### config.mk
export PLATFORM = sky130hd
export DESIGN_NAME = notch_cascade_spike_guard_top
export DESIGN_NICKNAME = d
export VERILOG_FILES = /design/src/ncsg_pkg.sv /design/src/notch_cascade_spike_guard_top.sv /design/src/ncsg_front.sv /design/src/ncsg_queue.sv /design/src/ncsg_back.sv
export SDC_FILE = /design/constraint.sdc
export NUM_CORES = 2
export LEC_CHECK = 0
export BUFFER_PORTS_ARGS = -buffer_cell sky130_fd_sc_hd__buf_2
export CAP_MARGIN = 10
export CORE_MARGIN = 3
export CORE_UTILIZATION = 50
export CTS_CLUSTER_SIZE = 10
export DETAILED_ROUTE_END_ITERATION = 7
export HOLD_SLACK_MARGIN = 0.08
export PLACE_DENSITY = 0.63
export SLEW_MARGIN = 20
export SYNTH_ARGS = -nofsm -noshare
export SYNTH_HDL_FRONTEND = slang
export SYNTH_SLANG_ARGS = --single-unit
### constraint.sdc
create_clock -name clock -period 12.05 [get_ports clock]
set_input_delay 1.205 -clock clock [delete_from_list [all_inputs] [get_ports clock]]
set_output_delay 1.205 -clock clock [all_outputs]
set_load 0.02 [all_outputs]
### src/ncsg_pkg.sv
// Shared types, constants and coefficient table for the notch cascade spike guard.
// No dependencies; imported by every module of the block.
package ncsg_pkg;

   // result kinds
   localparam logic KIND_SAMPLE = 1'b0;
   localparam logic KIND_EVENT  = 1'b1;

   // register index taken from paddr[2]
   localparam logic REG_GUARD   = 1'b0;
   localparam logic REG_LOCKOUT = 1'b1;

   localparam logic [9:0]  GUARD_RESET   = 10'd511;
   localparam logic [15:0] LOCKOUT_RESET = 16'd50;

   localparam int CSR_AW      = 3;
   localparam int QDEPTH      = 4;
   localparam int QAW         = 2;
   localparam int COEF_W      = 16;
   localparam int COEF_SHIFT  = 14;
   localparam int SAMPLE_SHIFT = 12;
   localparam int MAC_STEPS   = 5;

   typedef struct packed {
      logic        kind;
      logic [31:0] stamp;
      logic [9:0]  sample;
   } item_type;

   typedef struct packed {
      logic full;
      logic nonempty;
   } qstat_type;

   // Q2.14 coefficients per row, in MAC order: b0, b1, b2, -a1, -a2
   localparam logic signed [COEF_W-1:0] COEF_TAB [4][MAC_STEPS] = '{
      '{16'sd15976, -16'sd31420, 16'sd15976, 16'sd31420, -16'sd15568},
      '{16'sd15801, -16'sd29196, 16'sd15801, 16'sd29196, -16'sd15219},
      '{16'sd15801, -16'sd26509, 16'sd15801, 16'sd26509, -16'sd15219},
      '{16'sd15801, -16'sd23170, 16'sd15801, 16'sd23170, -16'sd15219}
   };

   function automatic logic signed [COEF_W-1:0] coef(input logic [1:0] row,
                                                      input logic [2:0] step);
      logic signed [COEF_W-1:0] c;
      c = '0;
      if (step < 3'(MAC_STEPS))
         c = COEF_TAB[row][step];
      return c;
   endfunction

endpackage

### src/notch_cascade_spike_guard_top.sv
// Top level of the notch cascade spike guard: config registers and block wiring.
// Depends on ncsg_pkg, ncsg_front, ncsg_queue and ncsg_back.
//
// Usage:
//  req_* carries one ADC sample and its millisecond timestamp; rsp_* carries
//  at most one result item per sample: a filtered value (kind 0) or an
//  anomaly event (kind 1, filtered 0). Samples inside the lockout window give
//  no result. The APB port holds guard_threshold at 0x0 and the lockout
//  length in ms at 0x4.
//  The front end classifies an item in its accept cycle and queues it in a
//  four-entry queue; req_stall is high only while that queue is full.
//  The filter engine runs the cascade on one shared multiplier: per stage it
//  steps through the b0, b1, b2, -a1, -a2 products, a drain state and a
//  rounding state, then emits the filtered item to the result register; an
//  event goes to the result register in the cycle after its pop. The engine
//  takes no new item until the current one is in the result register.
//  Reset clears the history, last sample, lockout end and queue and loads
//  the register defaults (511, 50). When rsp_stall is high the result holds;
//  the engine waits with its next result and the queue keeps taking items.
module notch_cascade_spike_guard_top #(
   parameter int STAGES        = 4,
   parameter int HISTORY_WIDTH = 32
) (
   input  logic                          clock,
   input  logic                          reset,
   input  logic                          req_valid,
   output logic                          req_stall,
   input  logic [31:0]                   req_time_ms,
   input  logic [9:0]                    req_sample,
   output logic                          rsp_valid,
   input  logic                          rsp_stall,
   output logic                          rsp_kind,
   output logic signed [31:0]            rsp_filtered,
   output logic [31:0]                   rsp_stamp,
   input  logic                          psel,
   input  logic                          penable,
   input  logic                          pwrite,
   input  logic [ncsg_pkg::CSR_AW-1:0]   paddr,
   input  logic [31:0]                   pwdata,
   output logic [31:0]                   prdata,
   output logic                          pready
);
   import ncsg_pkg::*;

   logic [9:0]  guard_ff;
   logic [15:0] lockout_ff;
   logic        csr_write;
   logic        q_push;
   logic        q_pop;
   item_type    q_item;
   item_type    q_head;
   qstat_type   q_stat;

   assign pready    = 1'b1;
   assign csr_write = psel && penable && pwrite && pready;

   always_ff @(posedge clock) begin
      if (reset) begin
         guard_ff   <= GUARD_RESET;
         lockout_ff <= LOCKOUT_RESET;
      end else if (csr_write) begin
         unique case (paddr[2])
            REG_GUARD:   guard_ff   <= pwdata[9:0];
            REG_LOCKOUT: lockout_ff <= pwdata[15:0];
            default:     guard_ff   <= guard_ff;
         endcase
      end
   end

   always_comb begin
      unique case (paddr[2])
         REG_GUARD:   prdata = {22'd0, guard_ff};
         REG_LOCKOUT: prdata = {16'd0, lockout_ff};
         default:     prdata = '0;
      endcase
   end

   ncsg_front u_front (
      .clock           (clock),
      .reset           (reset),
      .req_valid       (req_valid),
      .req_stall       (req_stall),
      .req_time_ms     (req_time_ms),
      .req_sample      (req_sample),
      .guard_threshold (guard_ff),
      .lockout_len     (lockout_ff),
      .q_stat          (q_stat),
      .q_push          (q_push),
      .q_item          (q_item)
   );

   ncsg_queue u_queue (
      .clock     (clock),
      .reset     (reset),
      .push      (q_push),
      .push_item (q_item),
      .pop       (q_pop),
      .head      (q_head),
      .stat      (q_stat)
   );

   ncsg_back #(
      .STAGES        (STAGES),
      .HISTORY_WIDTH (HISTORY_WIDTH)
   ) u_back (
      .clock        (clock),
      .reset        (reset),
      .q_stat       (q_stat),
      .q_head       (q_head),
      .q_pop        (q_pop),
      .rsp_valid    (rsp_valid),
      .rsp_stall    (rsp_stall),
      .rsp_kind     (rsp_kind),
      .rsp_filtered (rsp_filtered),
      .rsp_stamp    (rsp_stamp)
   );

   a_no_result_after_reset: assert property (@(posedge clock)
      $past(reset) |-> !rsp_valid)
      else $error("result valid right after reset");

   a_queue_no_overflow: assert property (@(posedge clock) disable iff (reset)
      !(q_push && q_stat.full))
      else $error("item pushed into a full queue");

   a_queue_no_underflow: assert property (@(posedge clock) disable iff (reset)
      q_pop |-> q_stat.nonempty)
      else $error("item popped from an empty queue");

   a_event_zero: assert property (@(posedge clock) disable iff (reset)
      rsp_valid && rsp_kind == KIND_EVENT |-> rsp_filtered == 32'sd0)
      else $error("anomaly event carries a nonzero value");

   a_guard_write: assert property (@(posedge clock) disable iff (reset)
      $past(!reset && csr_write && paddr[2] == REG_GUARD) |->
         guard_ff == $past(pwdata[9:0]))
      else $error("threshold write not taken");

endmodule

### src/ncsg_front.sv
// Front end: accepts items, applies the lockout window and the jump test.
// Depends on ncsg_pkg; feeds ncsg_queue.
module ncsg_front (
   input  logic                 clock,
   input  logic                 reset,
   input  logic                 req_valid,
   output logic                 req_stall,
   input  logic [31:0]          req_time_ms,
   input  logic [9:0]           req_sample,
   input  logic [9:0]           guard_threshold,
   input  logic [15:0]          lockout_len,
   input  ncsg_pkg::qstat_type  q_stat,
   output logic                 q_push,
   output ncsg_pkg::item_type   q_item
);
   import ncsg_pkg::*;

   logic [9:0]  last_sample_ff;
   logic [31:0] lockout_end_ff;
   logic        accept;
   logic        in_lockout;
   logic [9:0]  jump;
   logic        is_event;

   assign req_stall  = q_stat.full;
   assign accept     = req_valid && !req_stall;
   assign in_lockout = req_time_ms < lockout_end_ff;
   assign jump       = (req_sample > last_sample_ff) ? req_sample - last_sample_ff
                                                     : last_sample_ff - req_sample;
   assign is_event   = jump > guard_threshold;

   assign q_push        = accept && !in_lockout;
   assign q_item.kind   = is_event ? KIND_EVENT : KIND_SAMPLE;
   assign q_item.stamp  = req_time_ms;
   assign q_item.sample = req_sample;

   always_ff @(posedge clock) begin
      if (reset) begin
         last_sample_ff <= '0;
         lockout_end_ff <= '0;
      end else if (q_push) begin
         last_sample_ff <= req_sample;
         if (is_event)
            lockout_end_ff <= req_time_ms + {16'd0, lockout_len};   // wraps mod 2^32
      end
   end

endmodule

### src/ncsg_queue.sv
// Short item queue between the classifying front end and the filter engine.
// Depends on ncsg_pkg.
module ncsg_queue (
   input  logic                 clock,
   input  logic                 reset,
   input  logic                 push,
   input  ncsg_pkg::item_type   push_item,
   input  logic                 pop,
   output ncsg_pkg::item_type   head,
   output ncsg_pkg::qstat_type  stat
);
   import ncsg_pkg::*;

   item_type       mem_ff [QDEPTH];
   logic [QAW:0]   wr_ptr_ff;
   logic [QAW:0]   rd_ptr_ff;

   assign stat.nonempty = wr_ptr_ff != rd_ptr_ff;
   assign stat.full     = (wr_ptr_ff[QAW] != rd_ptr_ff[QAW]) &&
                          (wr_ptr_ff[QAW-1:0] == rd_ptr_ff[QAW-1:0]);
   assign head          = mem_ff[rd_ptr_ff[QAW-1:0]];

   always_ff @(posedge clock) begin
      if (reset) begin
         wr_ptr_ff <= '0;
         rd_ptr_ff <= '0;
      end else begin
         if (push)
            wr_ptr_ff <= wr_ptr_ff + 1'b1;
         if (pop)
            rd_ptr_ff <= rd_ptr_ff + 1'b1;
      end
   end

   always_ff @(posedge clock) begin
      if (push)
         mem_ff[wr_ptr_ff[QAW-1:0]] <= push_item;
   end

endmodule

### src/ncsg_back.sv
// Back end: biquad notch cascade on one shared multiplier, plus the result register.
// Depends on ncsg_pkg; reads items from ncsg_queue.
module ncsg_back #(
   parameter int STAGES        = 4,
   parameter int HISTORY_WIDTH = 32
) (
   input  logic                 clock,
   input  logic                 reset,
   input  ncsg_pkg::qstat_type  q_stat,
   input  ncsg_pkg::item_type   q_head,
   output logic                 q_pop,
   output logic                 rsp_valid,
   input  logic                 rsp_stall,
   output logic                 rsp_kind,
   output logic signed [31:0]   rsp_filtered,
   output logic [31:0]          rsp_stamp
);
   import ncsg_pkg::*;

   localparam int HW = HISTORY_WIDTH;
   localparam int SW = (STAGES > 1) ? $clog2(STAGES) : 1;
   localparam int PW = COEF_W + HW;
   localparam logic [2:0] STEP_LAST = 3'(MAC_STEPS - 1);
   localparam logic signed [63:0] HIST_MAX = {{(65-HW){1'b0}}, {(HW-1){1'b1}}};
   localparam logic signed [63:0] HIST_MIN = ~HIST_MAX;
   localparam logic signed [63:0] OUT_MAX  = {{33{1'b0}}, {31{1'b1}}};
   localparam logic signed [63:0] OUT_MIN  = ~OUT_MAX;
   localparam logic signed [63:0] SAT_MAX  = {1'b0, {63{1'b1}}};
   localparam logic signed [63:0] SAT_MIN  = ~SAT_MAX;
   localparam logic signed [63:0] ROUND_HALF = 64'sd1 <<< (COEF_SHIFT - 1);

   typedef enum logic [2:0] {B_IDLE, B_MAC, B_DRAIN, B_ROUND, B_EMIT} bstate_type;

   function automatic logic signed [63:0] sat_add64(input logic signed [63:0] a,
                                                    input logic signed [63:0] b);
      logic signed [63:0] s;
      s = a + b;
      if (a[63] == b[63] && s[63] != a[63])
         s = a[63] ? SAT_MIN : SAT_MAX;
      return s;
   endfunction

   bstate_type                state_ff;
   logic [SW-1:0]             stage_ff;
   logic [2:0]                step_ff;
   logic                      prod_vld_ff;
   logic                      prod_first_ff;
   logic signed [HW-1:0]      hist_ff [STAGES][4];   // x1, x2, y1, y2 per stage
   logic signed [HW-1:0]      x_ff;
   logic signed [63:0]        prod_ff;
   logic signed [63:0]        acc_ff;
   logic [31:0]               stamp_ff;
   logic                      rsp_valid_ff;
   logic                      rsp_kind_ff;
   logic signed [31:0]        rsp_filtered_ff;
   logic [31:0]               rsp_stamp_ff;

   logic                      slot_free;
   logic                      rsp_load;
   logic [3:0]                stage_ext;
   logic signed [COEF_W-1:0]  coef_sel;
   logic signed [HW-1:0]      opnd_sel;
   logic signed [PW-1:0]      mul_in;
   logic signed [63:0]        acc_in;
   logic signed [63:0]        round_sum;
   logic signed [63:0]        round_q;
   logic signed [63:0]        y_wide;
   logic signed [HW-1:0]      y_in;
   logic signed [63:0]        x_wide;
   logic signed [63:0]        out_wide;
   logic signed [31:0]        out_in;

   assign slot_free = !rsp_valid_ff || !rsp_stall;
   assign q_pop     = (state_ff == B_IDLE) && q_stat.nonempty && slot_free;

   // result register takes a new item this cycle
   assign rsp_load  = (q_pop && (q_head.kind == KIND_EVENT)) ||
                      ((state_ff == B_EMIT) && slot_free);

   // stage i uses coefficient row i mod 4
   assign stage_ext = 4'(stage_ff);
   assign coef_sel  = coef(stage_ext[1:0], step_ff);

   always_comb begin
      unique case (step_ff)
         3'd0:    opnd_sel = x_ff;
         3'd1:    opnd_sel = hist_ff[stage_ff][0];
         3'd2:    opnd_sel = hist_ff[stage_ff][1];
         3'd3:    opnd_sel = hist_ff[stage_ff][2];
         3'd4:    opnd_sel = hist_ff[stage_ff][3];
         default: opnd_sel = x_ff;
      endcase
   end

   assign mul_in = PW'(coef_sel) * PW'(opnd_sel);
   assign acc_in = prod_first_ff ? prod_ff : sat_add64(acc_ff, prod_ff);

   // round half up, then floor shift
   assign round_sum = sat_add64(acc_ff, ROUND_HALF);
   assign round_q   = round_sum >>> COEF_SHIFT;

   always_comb begin
      if (round_q > HIST_MAX)
         y_wide = HIST_MAX;
      else if (round_q < HIST_MIN)
         y_wide = HIST_MIN;
      else
         y_wide = round_q;
      y_in = y_wide[HW-1:0];
   end

   always_comb begin
      x_wide = 64'(x_ff);
      if (x_wide > OUT_MAX)
         out_wide = OUT_MAX;
      else if (x_wide < OUT_MIN)
         out_wide = OUT_MIN;
      else
         out_wide = x_wide;
      out_in = out_wide[31:0];
   end

   always_ff @(posedge clock) begin
      if (reset) begin
         state_ff      <= B_IDLE;
         stage_ff      <= '0;
         step_ff       <= '0;
         prod_vld_ff   <= 1'b0;
         prod_first_ff <= 1'b0;
         rsp_valid_ff  <= 1'b0;
         for (int s = 0; s < STAGES; s++) begin
            for (int k = 0; k < 4; k++) begin
               hist_ff[s][k] <= '0;
            end
         end
      end else begin
         if (rsp_valid_ff && !rsp_stall && !rsp_load)
            rsp_valid_ff <= 1'b0;
         unique case (state_ff)
            B_IDLE: begin
               if (q_pop) begin
                  if (q_head.kind == KIND_EVENT) begin
                     rsp_valid_ff    <= 1'b1;
                     rsp_kind_ff     <= KIND_EVENT;
                     rsp_filtered_ff <= '0;
                     rsp_stamp_ff    <= q_head.stamp;
                  end else begin
                     stage_ff <= '0;
                     step_ff  <= '0;
                     state_ff <= B_MAC;
                  end
               end
            end
            B_MAC: begin
               prod_vld_ff   <= 1'b1;
               prod_first_ff <= step_ff == '0;
               if (step_ff == STEP_LAST)
                  state_ff <= B_DRAIN;
               else
                  step_ff <= step_ff + 3'd1;
            end
            B_DRAIN: begin
               prod_vld_ff <= 1'b0;
               state_ff    <= B_ROUND;
            end
            B_ROUND: begin
               hist_ff[stage_ff][1] <= hist_ff[stage_ff][0];
               hist_ff[stage_ff][0] <= x_ff;
               hist_ff[stage_ff][3] <= hist_ff[stage_ff][2];
               hist_ff[stage_ff][2] <= y_in;
               if (stage_ff == SW'(STAGES - 1)) begin
                  state_ff <= B_EMIT;
               end else begin
                  stage_ff <= stage_ff + 1'b1;
                  step_ff  <= '0;
                  state_ff <= B_MAC;
               end
            end
            B_EMIT: begin
               if (slot_free) begin
                  rsp_valid_ff    <= 1'b1;
                  rsp_kind_ff     <= KIND_SAMPLE;
                  rsp_filtered_ff <= out_in;
                  rsp_stamp_ff    <= stamp_ff;
                  state_ff        <= B_IDLE;
               end
            end
            default: state_ff <= B_IDLE;
         endcase
      end
   end

   // datapath registers
   always_ff @(posedge clock) begin
      if (state_ff == B_IDLE && q_pop) begin
         x_ff     <= HW'({q_head.sample, {SAMPLE_SHIFT{1'b0}}});
         stamp_ff <= q_head.stamp;
      end else if (state_ff == B_ROUND) begin
         x_ff <= y_in;
      end
      if (state_ff == B_MAC)
         prod_ff <= 64'(mul_in);
      if (prod_vld_ff)
         acc_ff <= acc_in;
   end

   assign rsp_valid    = rsp_valid_ff;
   assign rsp_kind     = rsp_kind_ff;
   assign rsp_filtered = rsp_filtered_ff;
   assign rsp_stamp    = rsp_stamp_ff;

endmodule

==> run summary <==
The flow ran to the end, and the final reports show no timing, DRC or antenna violations. The clock buffer count from CTS was 116. The logs give 0.76 ns for the clock latency of the later-clocked register in the worst-skew pair and 193 mm for the aggregate routed wire length.

Input and output buffers added on the ports amount to 148. Among all flip-flop cells after synthesis, the most frequent one is sky130_fd_sc_hd__edfxtp_1. The fraction of the cycle the final worst path needs is 0.804. Capture point of the critical path: u_back.prod_ff[42]. The critical path is of the reg2reg type.

The full die area is 140000 µm², and the transition time of the tightest slew-check pin is 1.17 ns. For this design, the sink count on the clock tree is 1014. In this run the mean area of a mapped cell was 11.3 µm². For the worst setup path, the data arrival time is 10.12 ns. The worst path in the final design needs a cycle of 9.69 ns, including I/O delays and setup.

For the worst-case register-to-register setup slack, the log shows 2.36 ns. Fill cell instance count of the final layout: 11400. The logs give 0 for the count of endpoints failing hold in the final timing report and 6031 for the cell count after synthesis.

Global router's overall resource usage: 0.276. Max-capacitance violation count: 0. In the post-synthesis netlist, the biggest area contributors are sky130_fd_sc_hd__edfxtp_1 40%, sky130_fd_sc_hd__fa_1 14%, sky130_fd_sc_hd__mux4_2 5.7%.

The pre-antenna-repair detailed-routing pass consisted of 6 iterations. Counting cells, the worst reg-to-reg path comes to 28. The logs give 0.215 for the tightest slew margin relative to the limit and 134 for the number of core rows. During synthesis, Yosys emitted a total of 0 warnings. The worst register-to-register path begins at u_back.step_ff[1]. The number of max-slew violations in the final report came out at 0. The tools report the unique cell type count in the Yosys netlist as 92. The vias per cell is 6.03, and the pin count of the biggest net entering global routing is 144. The slowest stage of the critical path is the sky130_fd_sc_hd__o21ai_1 cell. The worst register-to-register path ends at u_back.prod_ff[42].

The share of flip-flops with an asynchronous set or reset is 0. The most numerous cell type found on the critical path is sky130_fd_sc_hd__fa_1. The logs give 0.506 for the initial cell density of the core and 0.550 for the final core utilization. Detailed placement finished with a half-perimeter wire length of 133 mm. The residual overflow from global routing is 0, and the clock-pin slew on the worst setup and hold paths is 0.06 ns. The post-synthesis sequential area ratio is 0.432.

The final weighted congestion in routability-driven placement was 0.962; the area fraction of the dominant cell type after synthesis was 0.399. The number of global-route vias before repair is 48100. The detailed router placed 47600 vias in this run.

The layout cell share with drive strength beyond 1 was 0.110. The placeable core region was 134000 µm²; the remaining antenna violation count after routing was 0. Layout net count: 6887.

Between clock sinks in the finished design, the worst skew comes to 0.0743 ns. The average wire per cell in the routed design was 24.5 µm; the number of enable-type register cells in the synthesized netlist was 903. The setup TNS after final layout was 0 ns.

The logs give 0 for the hold-fix buffer count after cts and 0 for the DRC violation count after routing. Setup repair after global routing left no endpoint under its margin. Horizontal extent of the die: 375 µm. Timing would allow up to 0.103 GHz. STA classifies the critical path startpoint as a flop.

The tools report the hold path startpoint as u_front.lockout_end_ff[8]. TritonCTS built the clock tree. STA puts the critical path data required time at 12.48 ns.

The run gives 3 as the buffer depth of the longest clock path. During I/O placement, the number of pins put on the boundary was 184. The initial antenna violation count was 9.

The die height was 375 µm; the top fanout value on the critical path was 35. The synthesized cell area was 68000 µm². The first global-routing pass estimated 297 mm of wire.

The largest single stage delay on the critical path is 0.69 ns. Largest area contributor in the synthesized netlist: sky130_fd_sc_hd__edfxtp_1. Clock tree synthesis selected as its root buffer the cell sky130_fd_sc_hd__clkbuf_16.

The first routing iteration left 4748 violations. Setup violations remaining at the end of the flow were counted as 0. The worst setup path is captured at a flop. In this run the worst setup path begins at u_back.step_ff[1]. After clock tree synthesis, the setup repair step added 0 buffers. The path class of the lowest-slack min-delay path was reg2reg.

Layout overhead on the synthesized area: 8.65%. After synthesis the netlist holds a flip-flop and latch count of 1014. The tools report the quantity of gates resized following cts as 0. In this run the number of H-tree levels came out at 3.
-- worst min-delay path by stage --
stage                                     end  cells after the start
global placement    u_front.lockout_end_ff[8]                      2
global route        u_front.lockout_end_ff[8]                      2
floorplan           u_front.lockout_end_ff[8]                      2
finish              u_front.lockout_end_ff[8]                      2
detailed placement  u_front.lockout_end_ff[8]                      2
CTS                 u_front.lockout_end_ff[8]                      2
-- through the flow --
stage	hold WS, ns	std cells	area, µm²	setup WS [ns]
6_report	0.475	7902	73800	2.36
4_1_cts	0.476	7900	73800	2.43
3_5_place_dp	0.467	7694	70400	2.54
3_3_place_gp	0.462	7694	70300	2.57
2_1_floorplan	0.446	6046	68000	3.55
5_1_grt	0.487	7900	73800	1.80
-- synthesized netlist by cell type (58+ instances only) --
| cell | count |
|---|---|
| sky130_fd_sc_hd__edfxtp_1 | 903 |
| sky130_fd_sc_hd__inv_1 | 717 |
| sky130_fd_sc_hd__fa_1 | 491 |
| sky130_fd_sc_hd__nor2_1 | 455 |
| sky130_fd_sc_hd__nand2_1 | 432 |
| sky130_fd_sc_hd__and3_1 | 425 |
| sky130_fd_sc_hd__clkbuf_1 | 282 |
| sky130_fd_sc_hd__ha_1 | 268 |
| sky130_fd_sc_hd__a21oi_1 | 226 |
| sky130_fd_sc_hd__o21ai_1 | 180 |
| sky130_fd_sc_hd__o21ai_0 | 173 |
| sky130_fd_sc_hd__mux4_2 | 171 |
| sky130_fd_sc_hd__dfxtp_1 | 111 |
| sky130_fd_sc_hd__xnor2_1 | 100 |
| sky130_fd_sc_hd__nand3_1 | 92 |
| sky130_fd_sc_hd__a21o_1 | 90 |
| sky130_fd_sc_hd__and2_1 | 80 |
| sky130_fd_sc_hd__xor2_1 | 58 |
-- registers in the layout, indices dropped and copies added, names as in the netlist, named ones only --
signal,flops
u_queue.mem_ff,172
u_back.stamp_ff,32
u_back.rsp_valid,1
u_back.state_ff,3
u_back.rsp_filtered,32
u_back.rsp_stamp,32
u_queue.rd_ptr_ff,3
u_queue.wr_ptr_ff,3
u_front.last_sample_ff,10
u_front.lockout_end_ff,32
u_back.prod_vld_ff,1
u_back.acc_ff,64
u_back.step_ff,3
u_back.prod_ff,48
lockout_ff,16
u_back.x_ff,32
u_back.hist_ff,512
guard_ff,10
u_back.stage_ff,2
u_back.prod_first_ff,1
u_back.rsp_kind,1
-- worst max-delay path, delay by kind of cell (launching register included) --
kind                     cells  cell delay, ns
adder cells (fa/ha/maj)      8            3.85
AND/OR/NAND/NOR              4            0.87
buffers and inverters        6            1.02
flip-flops                   1            0.68
XOR/XNOR                     1            0.18
AO/OA/AOI/OAI                9            2.72
-- routing by layer --
layer,GRT usage,share of wire
met2,0.435,0.46
met4,0.0878,0.034
met1,0.382,0.41
met3,0.0629,0.093
met5,0,0.000041
-- cells by family (layout without fill, tap and decap cells) --
kind of cell               Yosys count  count (layout)  synth area share
DFF                               1014            1014             0.432
other                                2              19          0.000111
muxes                              246             246            0.0684
adders and majority gates          759             759             0.194
buffers and inverters             1074            1160            0.0630
xor gates and xnor gates           158             158            0.0204
and+or+nand+nor                   1756            1756             0.128
AOI/OAI and AO/OA                 1022            1022            0.0940
-- final cells by class --
cell class              instances  area, µm²  area share
diodes                          2       5.00   0.0000678
clock buffers                 187       3190      0.0432
clock inverters                19        254     0.00344
inverters                     720       2700      0.0366
multi-input cells            3958      34700       0.470
flip-flops and latches       1014      29400       0.398
well taps                    1768       2210      0.0300
repair buffers                234       1440      0.0195
-- cells in the final DEF (no fill, tap or decap), types with 16 or more instances in the layout --
| cell type | instances |
|---|---|
| sky130_fd_sc_hd__clkbuf_16 | 116 |
| sky130_fd_sc_hd__a21oi_1 | 221 |
| sky130_fd_sc_hd__o211ai_1 | 28 |
| sky130_fd_sc_hd__clkbuf_1 | 69 |
| sky130_fd_sc_hd__nand2_1 | 427 |
| sky130_fd_sc_hd__o21ai_0 | 171 |
| sky130_fd_sc_hd__o21ai_1 | 169 |
| sky130_fd_sc_hd__mux2i_1 | 37 |
| sky130_fd_sc_hd__a22oi_1 | 33 |
| sky130_fd_sc_hd__nand2b_1 | 27 |
| sky130_fd_sc_hd__o21a_1 | 55 |
| sky130_fd_sc_hd__xor2_1 | 58 |
| sky130_fd_sc_hd__a21o_1 | 90 |
| sky130_fd_sc_hd__inv_1 | 716 |
| sky130_fd_sc_hd__mux2_2 | 38 |
| sky130_fd_sc_hd__a32oi_1 | 32 |
| sky130_fd_sc_hd__fa_1 | 491 |
| sky130_fd_sc_hd__xnor2_1 | 100 |
| sky130_fd_sc_hd__o31ai_1 | 30 |
| sky130_fd_sc_hd__a211oi_1 | 26 |
| sky130_fd_sc_hd__a31oi_1 | 26 |
| sky130_fd_sc_hd__nand4_1 | 50 |
| sky130_fd_sc_hd__mux4_2 | 171 |
| sky130_fd_sc_hd__dfxtp_1 | 104 |
| sky130_fd_sc_hd__and3_1 | 424 |
| sky130_fd_sc_hd__buf_4 | 81 |
| sky130_fd_sc_hd__conb_1 | 17 |
| sky130_fd_sc_hd__nor2_1 | 447 |
| sky130_fd_sc_hd__nand3_1 | 92 |
| sky130_fd_sc_hd__and2_1 | 76 |
| sky130_fd_sc_hd__edfxtp_1 | 903 |
| sky130_fd_sc_hd__nor3_1 | 45 |
| sky130_fd_sc_hd__or3_1 | 16 |
| sky130_fd_sc_hd__o21ai_2 | 18 |
| sky130_fd_sc_hd__ha_1 | 263 |
| sky130_fd_sc_hd__buf_2 | 148 |
| sky130_fd_sc_hd__o21bai_1 | 23 |
| sky130_fd_sc_hd__nor2b_1 | 50 |
Power is left out: the tool's default activity adds up to more than one toggle a clock period on the data nets, which glitch-free logic cannot reach.
